==> src/design/snu_pkg.sv <==
// Shared widths, codes and sideband types of the surface normal unit.
package snu_pkg;

    // Field and datapath widths.
    localparam int IN_W       = 32;
    localparam int FRAC_BITS  = 16;
    localparam int NORM_SHIFT = 30;
    localparam int PROD_W     = 64;
    localparam int MAG_W      = 63;
    localparam int HALF_W     = 32;
    localparam int SQ_W       = 128;
    localparam int ROOT_W     = 64;
    localparam int REM_W      = 67;
    localparam int DIV_R_W    = 65;
    localparam int QUO_W      = 31;
    localparam int AREA_W     = 31;
    localparam int NORM_W     = 32;
    localparam int LANES      = 3;
    localparam int SQRT_STEPS = ROOT_W;
    localparam int DIV_STEPS  = QUO_W;

    // Dimension register codes.
    localparam logic [1:0] DIM_2D    = 2'd2;
    localparam logic [1:0] DIM_3D    = 2'd3;
    localparam logic [1:0] DIM_RESET = DIM_3D;

    // Output constants.
    localparam logic [AREA_W-1:0] AREA_MAX = '1;
    localparam logic [AREA_W-1:0] AREA_ONE = AREA_W'(64'd1 << FRAC_BITS);
    localparam logic [NORM_W-1:0] NORM_MINUS_ONE = NORM_W'(-(longint'(1) << NORM_SHIFT));

    // Sideband carried along the square-root chain.
    typedef struct packed {
        logic [LANES-1:0]            neg;
        logic [LANES-1:0][MAG_W-1:0] mag;
        logic                        eob;
    } sqrt_side_t;

    // Sideband carried along the divider chain.
    typedef struct packed {
        logic [LANES-1:0]  neg;
        logic [ROOT_W-1:0] len;
        logic              eob;
    } div_side_t;

endpackage

==> src/design/snu_div_cell.sv <==
// One restoring division step for all three normal components.
module snu_div_cell (
    input  logic                                             clk,
    input  logic                                             rst_n,
    input  logic                                             adv,
    input  logic                                             prev_valid,
    input  logic [snu_pkg::LANES-1:0][snu_pkg::DIV_R_W-1:0]  prev_r,
    input  logic [snu_pkg::LANES-1:0][snu_pkg::QUO_W-1:0]    prev_q,
    input  snu_pkg::div_side_t                               prev_side,
    output logic                                             cell_valid,
    output logic [snu_pkg::LANES-1:0][snu_pkg::DIV_R_W-1:0]  cell_r,
    output logic [snu_pkg::LANES-1:0][snu_pkg::QUO_W-1:0]    cell_q,
    output snu_pkg::div_side_t                               cell_side
);

    logic                                            valid_reg;
    logic [snu_pkg::LANES-1:0][snu_pkg::DIV_R_W-1:0] r_reg;
    logic [snu_pkg::LANES-1:0][snu_pkg::DIV_R_W-1:0] r_next;
    logic [snu_pkg::LANES-1:0][snu_pkg::QUO_W-1:0]   q_reg;
    logic [snu_pkg::LANES-1:0][snu_pkg::QUO_W-1:0]   q_next;
    snu_pkg::div_side_t                              side_reg;
    logic [snu_pkg::DIV_R_W-1:0]                     len_ext;
    logic [snu_pkg::LANES-1:0][snu_pkg::DIV_R_W-1:0] kept;
    logic [snu_pkg::LANES-1:0]                       ge;

    // Compare each partial remainder with the length, subtract and shift.
    always_comb
    begin
        len_ext = {1'b0, prev_side.len};
        for (int l = 0; l < snu_pkg::LANES; l++)
        begin
            ge[l]     = (prev_r[l] >= len_ext);
            kept[l]   = ge[l] ? (prev_r[l] - len_ext) : prev_r[l];
            r_next[l] = {kept[l][snu_pkg::ROOT_W-1:0], 1'b0};
            q_next[l] = {prev_q[l][snu_pkg::QUO_W-2:0], ge[l]};
        end
    end

    // Valid bit.
    always_ff @(posedge clk or negedge rst_n)
    begin
        if (!rst_n)
            valid_reg <= 1'b0;
        else if (adv)
            valid_reg <= prev_valid;
    end

    // Step payload.
    always_ff @(posedge clk)
    begin
        if (adv)
        begin
            r_reg    <= r_next;
            q_reg    <= q_next;
            side_reg <= prev_side;
        end
    end

    assign cell_valid = valid_reg;
    assign cell_r     = r_reg;
    assign cell_q     = q_reg;
    assign cell_side  = side_reg;

endmodule

==> config.mk <==
export PLATFORM = sky130hd
export DESIGN_NAME = snu_div_cell
export DESIGN_NICKNAME = d
export VERILOG_FILES = /design/src/design/snu_pkg.sv /design/src/design/snu_div_cell.sv
export SDC_FILE = /design/constraint.sdc
export NUM_CORES = 1
export LEC_CHECK = 0
export BUFFER_PORTS_ARGS = -buffer_cell sky130_fd_sc_hd__buf_2
export CORE_AREA = 4 4 278 280
export CTS_CLUSTER_SIZE = 30
export DETAILED_ROUTE_END_ITERATION = 10
export DIE_AREA = 0 0 282 284
export HOLD_SLACK_MARGIN = 0.12
export PLACE_DENSITY = 0.53
export SETUP_SLACK_MARGIN = 0.2
export SYNTH_ARGS = -nofsm -noshare
export SYNTH_HDL_FRONTEND = slang
export SYNTH_SLANG_ARGS = --single-unit
==> constraint.sdc <==
create_clock -name clk -period 0.91 [get_ports clk]
set_input_delay 0.1365 -clock clk [delete_from_list [all_inputs] [get_ports clk]]
set_output_delay 0.1365 -clock clk [all_outputs]
set_load 0.05 [all_outputs]
==> summary.txt <==
Run status
  – Outcome: complete, but fails checks
  – Failing checks: negative hold slack, negative setup slack

Worst setup path
  – Crit path max fanout: 7
  – Startpoint Class: input port
  – Critical Path RT: about 1.3 ns
  – Setup crit end kind: flip-flop
  – Crit path DAT: around 3.1 ns
  – Critical setup path kind: in2reg

Pwr
  – Pwr dens: approximately 1600 nW/um2
  – Static leakage: 21.7 nW
  – VDD IR max: 0.00141 V
  – Design Power: about 76 mW

Min path
  – Hold Crit Class: in2reg

Synth
  – Syn_area_per_cell: approximately 9.6 um2
  – Register area share after synthesis: 43.4%
  – Unique masters post-synth: between 70 and 80
  – Post-synth ARST share: 0.282%
  – Post-synth top flop: edfxtp_1
  – Ys Warns: 0
  – Synthesized area: between 20000 and 25000 um2
  – EDFF count, synth: around 350
  – Flops & latches, synth: 354
  – Mapped Cells: 2547

Route
  – Drt pass-1 iters: 7
  – Met3 WL: around 7.7 mm
  – ANT nets after route: 0
  – Metal1 wirelength: 51.4 mm
  – First DRT Iteration DRCs: between 1500 and 2000
  – Vias: 28800
  – DRT Wirelength: roughly 130 mm
  – DRC viols: 0
  – DR WL/cell: ~23 um
  – Highest metal layer with signal wires: met5
  – Vias per Instance: between 5 and 6
  – Routed length on met2: 65.1 mm

Floorplan
  – Die Wd: between 200 and 300 um
  – Initial Util: around a third
  – Full die area: roughly 80000 um2
  – Die height: around 280 um
  – Core footprint: around 74000 um2
  – Row count: 100
  – I/O Pins: 717

STA
  – Rel. slew slack: 61.5%
  – Fin Hold WS: -0.168 ns
  – Slew at the pin closest to its max-slew limit: ~0.56 ns
  – Max Fclk: about 360 MHz
  – Post-route minimum period: around 2.8 ns
  – Final Cycle Share: 306%
  – Setup TNS Final: -484.83 ns
  – Final setup vio count: about 550
  – Final WS setup: -1.87 ns
  – RSZ-0062 raised after global routing: yes
  – Slew Limit Fails: 0
  – Fin Clk Skew: 0 ns
  – Hold Vio Cnt, Final: 23

Global route
  – Vias in the first global route: 29600
  – Initial antenna violation count: 21
  – Global Route Usage Sum: 29.4%
  – First-pass GRT wire length: around 180 mm
  – Total gr overflow: 0
  – Pin count of the biggest net entering global routing: between 40 and 50

Place
  – IO Port Bufs: 710
  – DP HPWL: ~96 mm
  – Routability Congestion: 0.958

Finish
  – Most common cell after layout, fill and taps aside: buf_4
  – Nets: ~5100
  – Fillers: around 5800
  – Area of the multi-input gates: around 17000 um2
  – Commonest non-fill, non-tap cells in the layout: buf_4, buf_6, edfxtp_1, buf_2, dlygate4sd3_1
  – Register area: 10600 um2
  – Share of post-route cells with drive strength above 1: 54.1%
  – Final core occ: 66.1%
  – P&R area growth vs syn: 101%

Clocking
  – H-tree lvl count: 2
  – Clock sink count: approximately 350
  – Clk root buf: clkbuf_16
  – Worst-path clk slew: 0.06 ns
  – CTS max path bufs: 3
  – Later-pin clock latency in the skew report: ~0.60 ns
  – TritonCTS Buffers: 44
  – Clock tree from TritonCTS: done

Flow run
  – Max Cap Viol: 0
==> power breakdown <==
group	switching (mW)	internal (mW)
combinational	20.2	16.8
clock	7.64	9.53
sequential	1.49	20.6
==> cell type report <==
cell class,count,area share [%]
inverter,111,1.19
antenna,14,0.0711
clock inverter,20,0.384
timing repair buffer,2074,37.8
tap,969,2.46
clock buffer,58,2.34
multi-input combinational,1957,34.1
sequential,354,21.6
==> cells in the mapped netlist (all sizes together), types with 25 or more instances <==
master	n	share of area, %
a31oi	30	0.83
inv	111	1.7
clkbuf	69	1.1
nand3	50	1.0
a21oi	323	6.7
o21ai	186	3.8
xor2	82	2.9
xnor2	93	3.3
nand4	65	1.7
nor3	35	0.74
nor2b	25	0.64
a21o	117	3.6
o21a	27	0.83
mux2	33	1.5
nand2	219	3.4
nor2	215	3.3
edfxtp	353	43
buf	58	1.4
ha	192	9.8
o21bai	43	1.3
==> critical path, cell delays in order <==
cell,delay (ns)
buf_12,0.10
inv_16,0.03
buf_8,0.12
ha_4,0.27
buf_4,0.13
buf_4,0.13
nand2_1,0.05
o21ai_0,0.23
a21oi_2,0.07
or4_4,0.44
o21ai_4,0.10
buf_6,0.15
o2111ai_2,0.11
nand2_2,0.17
a31o_4,0.31
buf_12,0.14
clkbuf_16,0.17
nand3_2,0.07
mux2i_1,0.13
nor2_1,0.05
==> kinds of logic after synthesis <==
group,Yosys count,share of synthesized area [%]
adder cells (fa/ha/maj),195,10.1
XOR/XNOR,175,6.26
AO/OA/AOI/OAI,835,21.0
AND/OR/NAND/NOR,714,13.6
flip-flops,354,43.4
other,1,0.0153
buffers and inverters,238,4.12
multiplexers,35,1.60
==> per-layer routing <==
metal	track usage, %	up-vias
li1	-	13500
met1	35.9	14100
met2	52.7	993
met3	5.05	225
met4	9.19	16
met5	0	-
==> registers in the layout, indices dropped and copies added, names as in the netlist <==
register    count
cell_q         93
cell_r        192
cell_side      68
cell_valid      1
==> repair_timing <==
item                                    4_1_cts  5_1_grt
hold buffers                                309        1
pin swaps                                   155      146
gates resized for setup                     476     1394
endpoints found under the hold margin       430      102
gates cloned                                 17        9
setup buffers                                86       42
endpoints found under the setup margin      550      550
==> through the flow <==
stage / hold WS (ns) / instance area, um2 / cells / setup slack (ns)
after CTS: -0.197 / 45000 / 5491 / -1.77
after detailed placement: -0.0874 / 37300 / 5001 / -2.88
after global routing: -0.190 / 49200 / 5550 / -1.94
after global placement: -0.0883 / 37300 / 5001 / -2.87
final: -0.168 / 49200 / 5557 / -1.87
after floorplan: -0.159 / 26100 / 2549 / -2.01
==> path summary, 6_finish.rpt <==
check | start | endpoint | slack [ns] | cells past startpoint
max | prev_side[16] | cell_r[127] | -1.87 | 20
min | prev_side[1] | cell_side[1] | -0.17 | 2
max reg2reg | cell_valid | cell_valid | 0.01 | 2
min reg2reg | cell_valid | cell_valid | 0.67 | 2
max in group asynchronous | rst_n | cell_valid | 0.43 | 3
min in group asynchronous | rst_n | cell_valid | 0.37 | 3
(Power assumes the default switching activity.)
