==> config.mk <==
export PLATFORM = sky130hd
export DESIGN_NAME = snu_sqrt_cell
export DESIGN_NICKNAME = d
export VERILOG_FILES = /design/src/design/snu_pkg.sv /design/src/design/snu_sqrt_cell.sv
export SDC_FILE = /design/constraint.sdc
export NUM_CORES = 1
export LEC_CHECK = 0
export ABC_AREA = 0
export BUFFER_PORTS_ARGS = -buffer_cell sky130_fd_sc_hd__buf_4
export CAP_MARGIN = 25
export CORE_AREA = 3 3 353 355
export DETAILED_ROUTE_END_ITERATION = 12
export DIE_AREA = 0 0 356 358
export HOLD_SLACK_MARGIN = 0.05
export PLACE_DENSITY_LB_ADDON = 0.15
export SLEW_MARGIN = 20
export SYNTH_ARGS = -nofsm -noshare
export SYNTH_HDL_FRONTEND = slang
export SYNTH_SLANG_ARGS = --single-unit
==> constraint.sdc <==
create_clock -name clk -period 1.03 [get_ports clk]
set_input_delay 0.0515 -clock clk [delete_from_list [all_inputs] [get_ports clk]]
set_output_delay 0.0515 -clock clk [all_outputs]
set_load 0.05 [all_outputs]
==> src/design/snu_pkg.sv <==
// Shared widths, codes and sideband types of the surface normal unit.
package snu_pkg;

    // Field and datapath widths.
    localparam int IN_W       = 32;
    localparam int FRAC_BITS  = 16;
    localparam int NORM_SHIFT = 30;
    localparam int PROD_W     = 64;
    localparam int MAG_W      = 63;
    localparam int HALF_W     = 32;
    localparam int SQ_W       = 128;
    localparam int ROOT_W     = 64;
    localparam int REM_W      = 67;
    localparam int DIV_R_W    = 65;
    localparam int QUO_W      = 31;
    localparam int AREA_W     = 31;
    localparam int NORM_W     = 32;
    localparam int LANES      = 3;
    localparam int SQRT_STEPS = ROOT_W;
    localparam int DIV_STEPS  = QUO_W;

    // Dimension register codes.
    localparam logic [1:0] DIM_2D    = 2'd2;
    localparam logic [1:0] DIM_3D    = 2'd3;
    localparam logic [1:0] DIM_RESET = DIM_3D;

    // Output constants.
    localparam logic [AREA_W-1:0] AREA_MAX = '1;
    localparam logic [AREA_W-1:0] AREA_ONE = AREA_W'(64'd1 << FRAC_BITS);
    localparam logic [NORM_W-1:0] NORM_MINUS_ONE = NORM_W'(-(longint'(1) << NORM_SHIFT));

    // Sideband carried along the square-root chain.
    typedef struct packed {
        logic [LANES-1:0]            neg;
        logic [LANES-1:0][MAG_W-1:0] mag;
        logic                        eob;
    } sqrt_side_t;

    // Sideband carried along the divider chain.
    typedef struct packed {
        logic [LANES-1:0]  neg;
        logic [ROOT_W-1:0] len;
        logic              eob;
    } div_side_t;

endpackage

==> src/design/snu_sqrt_cell.sv <==
// One restoring square-root step: two radicand bits in, one root bit out.
module snu_sqrt_cell (
    input  logic                      clk,
    input  logic                      rst_n,
    input  logic                      adv,
    input  logic                      prev_valid,
    input  logic [snu_pkg::SQ_W-1:0]  prev_rad,
    input  logic [snu_pkg::REM_W-1:0] prev_rem,
    input  logic [snu_pkg::ROOT_W-1:0] prev_root,
    input  snu_pkg::sqrt_side_t       prev_side,
    output logic                      cell_valid,
    output logic [snu_pkg::SQ_W-1:0]  cell_rad,
    output logic [snu_pkg::REM_W-1:0] cell_rem,
    output logic [snu_pkg::ROOT_W-1:0] cell_root,
    output snu_pkg::sqrt_side_t       cell_side
);

    logic                       valid_reg;
    logic [snu_pkg::SQ_W-1:0]   rad_reg;
    logic [snu_pkg::REM_W-1:0]  rem_reg;
    logic [snu_pkg::REM_W-1:0]  rem_next;
    logic [snu_pkg::ROOT_W-1:0] root_reg;
    logic [snu_pkg::ROOT_W-1:0] root_next;
    snu_pkg::sqrt_side_t        side_reg;
    logic [snu_pkg::REM_W-1:0]  rem_sh;
    logic [snu_pkg::REM_W-1:0]  trial;
    logic                       ge;

    // Bring down two radicand bits and try the root bit.
    always_comb
    begin
        rem_sh    = {prev_rem[snu_pkg::REM_W-3:0], prev_rad[snu_pkg::SQ_W-1 -: 2]};
        trial     = {{(snu_pkg::REM_W-snu_pkg::ROOT_W-2){1'b0}}, prev_root, 2'b01};
        ge        = (rem_sh >= trial);
        rem_next  = ge ? (rem_sh - trial) : rem_sh;
        root_next = {prev_root[snu_pkg::ROOT_W-2:0], ge};
    end

    // Valid bit.
    always_ff @(posedge clk or negedge rst_n)
    begin
        if (!rst_n)
            valid_reg <= 1'b0;
        else if (adv)
            valid_reg <= prev_valid;
    end

    // Step payload.
    always_ff @(posedge clk)
    begin
        if (adv)
        begin
            rad_reg  <= prev_rad << 2;
            rem_reg  <= rem_next;
            root_reg <= root_next;
            side_reg <= prev_side;
        end
    end

    assign cell_valid = valid_reg;
    assign cell_rad   = rad_reg;
    assign cell_rem   = rem_reg;
    assign cell_root  = root_reg;
    assign cell_side  = side_reg;

endmodule

==> impl_results.md, run 1 <==
* Final Hold Vio Count at 9
* Area growth, synth to finish at 122.3%
* Die Wd at between 300 and 400 um
* Largest area contributor in the synthesized netlist: edfxtp_1
* DR iter-0 viols at 819
* Classification of the worst-slack hold path: input pin to flip-flop
* Via density at 3.774
* Max H-tree Level at 2
* Clock root cell: clkbuf_16
* Max-capacitance violation count at 0
* Initial standard-cell utilization of the core at roughly 15%
* Worst slack on hold paths at -445.4 ps
* Areal power density over the cells at roughly 1600 nW/um2
* Via count of the first global-routing pass at around 20000
* Most frequent cell after synthesis: edfxtp_1
* Number of setup violations in the final report at ~550
* Worst Tran Pin Value at between 500 and 600 ps
* Critical Path End Type: flip-flop
* Maximum fanout along the worst path at 5
* Die H at roughly 360 um
* Setup Crit Path Kind: input pin to flip-flop
* Maximum number of buffers from clock root to sink at 3
* Most used flip-flop cell after synthesis: edfxtp_1
* Clock latency at the later pin of the worst-skew pair at between 600 and 700 ps
* Routability congestion estimate from global placement at roughly 0.91
* Non-filler cells in the finished layout at just under 5000
* Element type at the critical path start: input pin
* Largest vdd supply drop at between 1 and 1.5 mV
* Crit-path slowest cell: a221o_1
* Area of the core region at 121700 um2
* Worst hold start: prev_root[10]
* Antenna violations before repair at 60
* Final Cell Area at between 40000 and 50000 um2
* TritonCTS buffer count at 58
* Shortest period the worst path allows at 2492 ps
* Post-route core utilization at 33.93%
* Remaining antenna violation count at 0
* Levels on crit path at 15
* Final worst-path setup slack at -1462 ps
* Worst path max stage delay at between 400 and 500 ps
* Part of the Yosys area used for sequential elements at about 73%
* Worst path buffer plus inverter count at 5
* Status: finished, violations left
* Power Total at around 66000 uW
* RSZ-0062 raised after global routing: yes
* Internal reg-to-reg setup slack at roughly 120 ps
* Worst-case clock skew at 0 ps
* Share of async-settable or async-resettable flops after synthesis at 0.2217%
* Static leakage power at between 0.015 and 0.02 uW
* Worst hold path cell count at 1
* Layout cell share with drive strength beyond 1 at between 50% and 60%
* Hold worst-path end: cell_root[11]
* Yosys top cell area share at about 73%
* Post-synthesis sequential element count at ~450
* F_max at between 400 and 500 MHz
* Number of flops mapped to enable cells by yosys at 450
* Clock tree from TritonCTS: done
* Critical path data required time at 1440 ps
* Post-synthesis area per instance at 14.63 um2
* Critical path arrival at around 2900 ps
* Pre-antenna DRT Iters at 5
* DP Cell Count at slightly above 4000
* WL per Instance at around 24 um
* Register clock-pin slew on the reported worst setup and hold paths at ~60 ps
* Remaining max-slew budget at the tightest pin at 64.85%
* Standard-cell rows at 128
* Fin crit share at 241.9%
* Total wire length at between 100000 and 150000 um
* R2R Path Start: cell_valid
* Count of unique library cells instantiated by Yosys at 61
* Most used cell along the critical path: buf_12
* DIE AREA at 127400 um2
* Final Net Count at between 3000 and 4000
* Summed negative setup slack over all endpoints at -202100 ps
* Largest net degree at the start of global routing at 40
* Boundary pin count at about 910
* Number of cells produced by synthesis at roughly 1300
* First-pass GRT wire length at about 150000 um
* Critical-path cell list: buf_12, inv_12, ha_4, a21oi_4, buf_6, o21ai_4, a221o_1, a211oi_4, a211oi_4, o211ai_1, nand2_2, a31oi_4, buf_12, buf_12, mux2_4
* Violations in the final reports: negative hold slack, negative setup slack
* Top post-synthesis cells by count: edfxtp_1, nand2_1, o21ai_0
* Capturing point of the worst reg2reg path: cell_valid
* Cell area after placement at 30420 um2
* Final-report max-slew violation count at 0
* CTS sink cnt at between 400 and 500
* Count of buffers from port buffering at 904
* Sum of overflow across all layers after global routing at 0
* Family with the most delay on the worst path: compound AO/OA/AOI/OAI gates
* Synth Warn # at 0
* Number of cell instances on the worst register-to-register path at 2
* Detailed placement HPWL at between 90000 and 100000 um
* Residual DRC count at 0
* GRT Overall Usage at between 15 and 20%
* Via count at approximately 18000
* Most area-consuming cells after synthesis: edfxtp_1, ha_1, nand2_1
* Synth Cell Area at between 15000 and 20000 um2
## flip-flops by register name, summed over array words and instances, names as in the netlist
register    count
cell_rad      126
cell_rem       67
cell_root      64
cell_side     193
cell_valid      1
## worst max path at each step
stage                        startpoint           end  slack (ps)
after floorplan           prev_root[12]  cell_rem[28]       -1620
after global placement    prev_root[17]   cell_rem[5]       -2650
after detailed placement   prev_root[1]  cell_rem[53]       -2720
after CTS                  prev_root[0]  cell_rem[53]       -1390
after global routing       prev_rem[13]  cell_rem[45]       -1530
final                     prev_root[12]  cell_rem[28]       -1460
## metrics by stage
| stage | setup slack (ps) | hold slack [ps] |
|---|---|---|
| after floorplan | -1618 | -244.1 |
| after global placement | -2648 | -165.7 |
| after detailed placement | -2722 | -164.3 |
| after CTS | -1393 | -514.1 |
| after global routing | -1532 | -493.2 |
| final | -1462 | -445.4 |
## power by group
group / switching [uW] / internal [uW] / leakage (uW)
registers: 948 / 22200 / 0.00441
clock network: 8620 / 12900 / 0.000947
logic: 12200 / 9270 / 0.0120
total: 21700 / 44400 / 0.0174
## layer usage
layer | track usage, % | up-vias | part of all wire [%]
li1 | - | 8491 | -
met1 | 18.63 | 8766 | 37
met2 | 30.83 | 708 | 51
met3 | 6.118 | 183 | 8.6
met4 | 6.338 | 16 | 3.5
met5 | 0 | - | 0.099
## cell type report
cell class	count	area [um2]
fillers	12220	80410
repair buffers	1822	17370
flip-flops and latches	451	13540
multi-input cells	688	5914
well taps	1625	2033
clock buffers	71	1500
clock inverters	35	503.0
inverters	93	379.1
diodes	28	70.07
## cells in the final DEF, fill, tap and decap left out, types with 6 or more instances in the layout
cell type / count
ha_4: 19
nand2_4: 25
nand2_1: 72
edfxtp_1: 450
xor2_1: 24
nand4_1: 22
inv_2: 9
o21ai_0: 28
o21bai_1: 20
nor3_1: 13
o21ai_4: 18
buf_4: 798
buf_12: 27
a21oi_1: 60
clkbuf_16: 59
xnor2_1: 31
a21o_1: 38
inv_4: 7
bufinv_16: 10
buf_6: 480
buf_8: 20
diode_2: 28
nor2_1: 39
xnor2_2: 6
inv_1: 76
ha_1: 46
nand3_1: 9
clkinv_1: 11
dlygate4sd3_1: 488
nand2_2: 32
o21ai_2: 44
clkbuf_1: 13
a21oi_2: 11
o21ai_1: 15
buf_16: 8
## cells by family after synthesis
group | share of synthesized area [%]
AO/OA/AOI/OAI | 10.38
AND/OR/NAND/NOR | 6.190
adder cells (fa/ha/maj) | 4.445
XOR/XNOR | 3.017
buffers and inverters | 2.889
other | 0.02019
flip-flops | 72.88
multiplexers | 0.1818
## what timing repair did
action,4_1_cts,5_1_grt
setup buffers,34,19
resized for setup,810,96
gates cloned,12,1
pin swaps,123,73
endpoints found under the setup margin,519,536
hold buffers,472,16
endpoints found under the hold margin,632,25
## worst reg2reg max path, stage by stage, from the launching register on
cell and delay (ps):
dfrtp_1 410, buf_4 140, mux2_2 250
Note: power is estimated with default switching activity, not from simulation.
==> run 2: changes to the inputs <==
PLACE_DENSITY = 0.35   (was unset)
PLACE_DENSITY_LB_ADDON = unset   (was 0.15)
==> run 2 against run 1 <==
  * The flow still finishes with violations (negative hold slack, negative setup slack)
  * Sequential share of layout area rose by 0.42 points
  * Routed wire length rose by 0.16%
  * Clock power rose by 3%
  * Power rose by 0.14%
  * Largest cell class unchanged
==> impl_results.md, run 2 (synthesized netlist as in run 1, its figures left out) <==
* Total wire length at 115200 um (+0.16%)
* Clock root cell: clkbuf_16
* Critical-path cell list: buf_4, inv_2, ha_4, buf_4, nand4_1, inv_1, a221o_1, a211oi_4, a211oi_4, o211ai_1, nand2_2, a31oi_4, buf_12, buf_6, mux2_4
* Total net switching power at 21610 uW (-0.54%)
* Standard-cell rows at 128 (unchanged)
* Clock latency at the later pin of the worst-skew pair at 660 ps (about the same)
* CTS sink cnt at 451 (unchanged)
* Via count of the first global-routing pass at 19960 (+0.63%)
* Summed negative setup slack over all endpoints at -207470 ps (-5377 ps)
* Number of cell instances on the worst register-to-register path at 1 (-1)
* Area growth, synth to finish at 119.5%
* Most frequent cells in the layout: buf_4, dlygate4sd3_1, buf_6
* Power Total at 66200 uW (+0.14%)
* Areal power density over the cells at 1623 nW/um2 (+1.4%)
* Hold worst-path end: cell_root[11]
* Shortest period the worst path allows at 2559 ps (+66.91 ps)
* Sw frac at 32.64% (-0.22 points)
* Worst path max stage delay at 410 ps (-20 ps)
* Critical Path End Type: flip-flop
* Worst Tran Pin Value at 748.8 ps (+225.6 ps)
* DIE AREA at 127400 um2 (unchanged)
* Critical path arrival at 2950 ps (+50 ps)
* Worst slack on hold paths at -436.2 ps (+9.221 ps)
* Fin crit share at 248.4% (+6.5 points)
* Initial standard-cell utilization of the core at 15.26% (unchanged)
* R2R Path Start: cell_valid
* Pint at 44590 uW (+0.47%)
* Capturing point of the worst reg2reg path: cell_valid
* Crit-path slowest cell: a221o_1
* Worst hold path cell count at 1 (unchanged)
* Internal reg-to-reg setup slack at 240 ps (+120 ps)
* Clock power share at 33.6% (+1.1 points)
* Remaining antenna violation count at 0 (unchanged)
* Number of filler cells placed in the layout at 12260 (+0.28%)
* Violations in the final reports: negative hold slack, negative setup slack
* Part of the power in combinational logic at 31.4% (-1.0 points)
* Most common cell after layout, fill and taps aside: buf_4
* Number of setup violations in the final report at 519 (-4.8%)
* Post-route core utilization at 33.50% (-0.43 points)
* Max-capacitance violation count at 0 (unchanged)
* Routability congestion estimate from global placement at 0.9106 (+0.28%)
* Final Hold Vio Count at 9 (unchanged)
* Antenna violations before repair at 72 (+20%)
* Count of buffers from port buffering at 904 (unchanged)
* Via count at 18260 (+0.52%)
* Final Cell Area at 40780 um2 (-1.3%)
* Die H at 358 um (unchanged)
* Setup Crit Path Kind: input pin to flip-flop
* TritonCTS buffer count at 57 (-1.7%)
* Detailed placement HPWL at 94690 um (+0.34%)
* Largest vdd supply drop at 1.212 mV (-14%)
* Sequential Power Share at 35.0% (about the same)
* Area of the core region at 121700 um2 (unchanged)
* Largest net degree at the start of global routing at 36 (-10%)
* Cell area after placement at 30300 um2 (-0.40%)
* F_max at 390.8 MHz (-2.6%)
* Clock tree from TritonCTS: done
* WL per Instance at 23.98 um (+0.39%)
* GRT Overall Usage at 17.14% (-0.084 points)
* Register clock-pin slew on the reported worst setup and hold paths at 60 ps (about the same)
* Pre-antenna DRT Iters at 5 (unchanged)
* Maximum fanout along the worst path at 8 (+3)
* Final Net Count at 3631 (-0.14%)
* Boundary pin count at 909 (unchanged)
* Element type at the critical path start: input pin
* RSZ-0062 raised after global routing: yes
* Max reg flops at 193 (unchanged)
* Static leakage power at 0.01721 uW (-1.0%)
* Classification of the worst-slack hold path: input pin to flip-flop
* DR iter-0 viols at 874 (+6.7%)
* Worst-case clock skew at 0 ps (unchanged)
* Remaining max-slew budget at the tightest pin at 49.70% (-15 points)
* Max H-tree Level at 2 (unchanged)
* Layout cell share with drive strength beyond 1 at 50.14% (-2.2 points)
* Status: finished, violations left
* Pre-CTS worst setup slack at -2837 ps (-114.8 ps)
* Residual DRC count at 0 (unchanged)
* Critical path data required time at 1420 ps (-20 ps)
* Maximum number of buffers from clock root to sink at 3 (unchanged)
* Via density at 3.802 (+0.75%)
* Final worst-path setup slack at -1529 ps (-66.91 ps)
* Sum of overflow across all layers after global routing at 0 (unchanged)
* Final-report max-slew violation count at 0 (unchanged)
* Die Wd at 356 um (unchanged)
* Worst hold start: prev_root[10]
* First-pass GRT wire length at 153900 um (+0.46%)
-- run 2: cell count changes in the layout (fill, tap and decap cells not counted), sizes merged, moves of 6 or more --
cell         delta
diode           -6
clkinv          +6
clkbuf          -7
dlygate4sd3    +18
buf            -25
-- run 2: final cells by class --
type	count	area [um2]	area share [%]
inverters	93	371.6	0.9113
flip-flops and latches	451	13540	33.20
diodes	22	55.05	0.1350
clock buffers	61	1441	3.535
clock inverters	44	625.6	1.534
repair buffers	1818	17200	42.18
multi-input cells	688	5515	13.52
well taps	1625	2033	4.986
-- run 2: critical path, delay by kind of cell --
kind / cells / cell delay (ps)
muxes: 1 / 290
adders and majority gates: 1 / 200
buffers and inverters: 6 / 690
AOI/OAI and AO/OA: 5 / 1470
and+or+nand+nor: 2 / 240
-- run 2: what timing repair did --
item                       4_1_cts  5_1_grt
setup endpoints to repair      519      519
hold endpoints to repair       803       16
hold buffers                   498        9
gates resized for setup        636      110
setup buffers                   31       10
cloned                           6        5
pin swaps                       46       49
-- run 2: worst max path at each step --
stage                        startpoint      endpoint  slack, ps  cells past startpoint
after floorplan           prev_root[12]  cell_rem[28]      -1620                     14
after global placement    prev_root[17]   cell_rem[5]      -2930                     17
after detailed placement  prev_root[17]   cell_rem[5]      -2840                     17
after CTS                 prev_root[13]   cell_rem[8]      -1500                     17
after global routing      prev_root[14]  cell_root[0]      -1550                     17
final                     prev_root[14]  cell_rem[63]      -1530                     15
-- run 2: per-layer routing --
metal  global-route usage, %  share of wire, %
met3                   6.846               9.6
met5                       0             0.091
met2                   31.16                51
met1                   18.35                36
met4                   4.548               2.9
-- run 2: power groups by stage --
stage / Clock, uW / Combinational, uW / Sequential (uW)
floorplan: 0 / 2730 / 28900
global placement: 0 / 16800 / 23300
CTS: 23100 / 20500 / 23200
global route: 23700 / 21800 / 23300
finish: 22200 / 20800 / 23200
detailed placement: 0 / 16800 / 23300
-- run 2: through the flow --
stage	hold slack [ps]	instances
floorplan	-244.1	1271
global placement	-169.9	4123
detailed placement	-167.5	4123
CTS	-502.5	4761
global route	-488.5	4792
finish	-436.2	4802
